File: src/bse_ram.sv
// bse_ram: generic single-port-write, single-port-read ram, registered read
// no dependencies
`default_nettype none
module bse_ram #(
    parameter int unsigned WIDTH = 8,
    parameter int unsigned DEPTH = 256
) (
    input  wire logic                     i_clk,
    input  wire logic                     i_we,
    input  wire logic [$clog2(DEPTH)-1:0] i_waddr,
    input  wire logic [WIDTH-1:0]         i_wdata,
    input  wire logic [$clog2(DEPTH)-1:0] i_raddr,
    output logic      [WIDTH-1:0]         o_rdata
);
    logic [WIDTH-1:0] r_mem [DEPTH];

    always_ff @(posedge i_clk) begin
        if (i_we) r_mem[i_waddr] <= i_wdata;
        o_rdata <= r_mem[i_raddr];
    end
endmodule
`default_nettype wire

File: config.mk
export PLATFORM = sky130hd
export DESIGN_NAME = bse_ram
export DESIGN_NICKNAME = d
export VERILOG_FILES = /design/src/bse_ram.sv
export SDC_FILE = /design/constraint.sdc
export NUM_CORES = 2
export LEC_CHECK = 0
export BUFFER_PORTS_ARGS = -buffer_cell sky130_fd_sc_hd__buf_2
export CAP_MARGIN = 20
export CORE_UTILIZATION = 57
export DETAILED_ROUTE_END_ITERATION = 7
export HOLD_SLACK_MARGIN = 0.08
export PLACE_DENSITY_LB_ADDON = 0.15
export SLEW_MARGIN = 20
export SYNTH_ARGS = -nofsm -noshare
export SYNTH_HDL_FRONTEND = slang
export SYNTH_SLANG_ARGS = --single-unit
File: constraint.sdc
create_clock -name i_clk -period 1.99 [get_ports i_clk]
set_clock_uncertainty 0.15 [all_clocks]
set_input_delay 0.0995 -clock i_clk [delete_from_list [all_inputs] [get_ports i_clk]]
set_output_delay 0.0995 -clock i_clk [all_outputs]
set_load 0.01 [all_outputs]
==> run_results.csv <==
group,metric,value,unit
outcome,status,"finished, violations left",
outcome,violations,"setup timing",
route,drt_iter0_drc,5374,
global_route,overflow,0,
sta,rsz0062_at_grt,"true",
synth,synth-edff-count,2048,
synth,synthMostInstantiatedCell,"edfxtp_1",
clock_tree,clockBufferDepth,3,
synth,synth_cells,3733,
sta,clock.fmax,424,MHz
final_layout,area.sequential,61700,µm²
route,firstDrtPassIters,5,
route,vias_per_cell,6.44,
synth,synth_top_cell_by_area,"edfxtp_1",
synth,synthTopCellsByArea,"edfxtp_1, mux4_2, mux2i_1, nor2_1, a22oi_1",
final_layout,instances_no_fill,6512,
final_layout,syn2layout_area_growth,18.4,%
route,drc,0,
clock_tree,cts_max_level,4,
sta,period_share,119,%
clock_tree,cts.clk_slew.worst_paths,60,ps
global_route,grt_max_degree,88,
critical_path,path_max_fanout,1,
die,die_area,141000,µm²
die,fp.dieW,376,µm
power,power_density,944,nW/µm²
run,drv_cap,0,
final_layout,drive_gt1_share,34.4,%
sta,hold_violations,0,
final_layout,fill_cells,8578,
critical_path,critPathKind,"flop to flop",
sta,finalMaxSlewViolations,0,
sta,worst_slack,-368,ps
route,drt-total-wl,201,mm
global_route,grt_pass1_wl,293,mm
clock_tree,numClockSinks,2056,
synth,yosysUniqueCellTypes,55,
die,dieHeight,376,µm
final_layout,layout.nets,4504,
sta,relSlewSlack,48.8,%
placement,hpwl,132,mm
clock_tree,numCtsBuffers,199,
sta,tightest_slew,768,ps
route,wl_per_cell,30.9,µm
critical_path,r2r_slack,-370,ps
placement,pre_cts_slack,-1610,ps
die,initial_core_util,57.6,%
critical_path,critPathCaptureType,"flop",
global_route,grt_pass1_vias,42400,
global_route,grt.total_usage,29.1,%
power,ir_drop,1.02,mV
synth,synth-async-reset-ratio,0,%
synth,ys_ff_latch,2056,
sta,tns,-2700,ps
synth,yosys_warnings,0,
synth,synth_top_cells_by_count,"edfxtp_1, mux4_2, nor2_1",
route,via_count,41900,
critical_path,critPathRequiredTime,2520,ps
power,p_leak,0.0307,µW
clock_tree,cts_tree,"done",
min_path,hold_class,"primary input to flop",
sta,setup_viol,16,
synth,synth_area,79600,µm²
critical_path,rr_startpoint,"r_mem[43][0]",
critical_path,cp.arrival,2880,ps
synth,avgSynthCellArea,21.3,µm²
placement,io_buffers,33,
placement,gp_congestion,0.884,
sta,whs,109,ps
clock_tree,root_buffer,"clkbuf_16",
global_route,antenna_found_initial,8,
critical_path,start_kind,"flop",
synth,synth_flop_cell,"edfxtp_1",
clock_tree,worstSkewPairLatency,830,ps
die,boundaryPins,34,
synth,syn_nets,3759,
route,postRouteAntennaNets,0,
critical_path,cp-startpoint,"r_mem[43][0]",
die,fp-row-count,136,
die,core_area,138000,µm²
synth,synth_seq_area_share,77.5,%
min_path,hp-start,"i_waddr[2]",
sta,period_needed,2360,ps
final_layout,multiInputGateArea,17000,µm²
placement,dp_cells,6114,
synth,synth_top_cell_area_share,77.3,%
[sequential cells by signal (all words and copies together) (netlist names)]
name / cells
r_mem: 2048
o_rdata: 8
[metrics by stage]
stage	power (µW)	utilization, %	instance area [µm²]
global route	91200	68.3	94200
CTS	89400	68.1	94000
global placement	53600	63.2	87200
floorplan	51100	-	79900
finish	89000	68.3	94200
detailed placement	53700	63.2	87200
[worst paths after layout]
kind                                      end  cells after the start
worst max-delay path               o_rdata[0]                      6
worst min-delay path            r_mem[165][5]                      6
worst max register to register     o_rdata[0]                      6
worst min register to register     o_rdata[4]                      7
[layout make-up]
| class | instances | area share, % |
|---|---|---|
| clock buffer | 228 | 5.45 |
| inverter | 2 | 0.00797 |
| sequential | 2056 | 65.4 |
| clock inverter | 142 | 1.20 |
| antenna | 2 | 0.00531 |
| multi-input combinational | 1442 | 18.0 |
| tap | 1863 | 2.47 |
| timing repair buffer | 777 | 7.41 |
[power by group]
group / internal, µW / switching (µW) / leakage [µW]
registers: 47700 / 79.9 / 0.0185
clock network: 20100 / 15900 / 0.00305
logic: 2100 / 3100 / 0.00918
total: 69900 / 19000 / 0.0307
[worst max-delay path, stage by stage, from the launching register on]
cell	delay, ps
edfxtp_1	350
mux4_2	500
a22oi_1	320
a21oi_1	170
nor4_4	470
buf_4	220
nor4_2	40
[kinds of logic after synthesis]
kind of cell    share of synthesized area (%)
buf+inv                                  1.83
flops                                    77.5
mux                                      14.6
simple gates                             2.63
compound gates                           3.42
[layout by cell type (no fill, tap or decap), types with 54 or more instances in the layout]
master     count
a22oi_1      129
clkinv_1      54
a21oi_1       95
clkbuf_16    201
mux4_2       454
nor2_1       254
mux2i_1      134
edfxtp_1    2048
buf_4        626
buf_12        83
[timing repair]
item | in CTS | in global routing
setup buffers | 0 | 1
hold endpoints to repair | 3328 | 0
gates resized for setup | 48 | 49
setup endpoints to repair | 8 | 392
hold buffers | 27 | 0
pin swaps | 16 | 10
[layer usage]
layer / wire [µm] / global-route usage [%] / vias up
met5: 72 / 0 / -
met4: 6000 / 9.23 / 8
met3: 20800 / 6.35 / 376
li1: - / - / 17200
met2: 95500 / 44.9 / 2386
met1: 78700 / 42.1 / 21900
(Power assumes the default switching activity.)
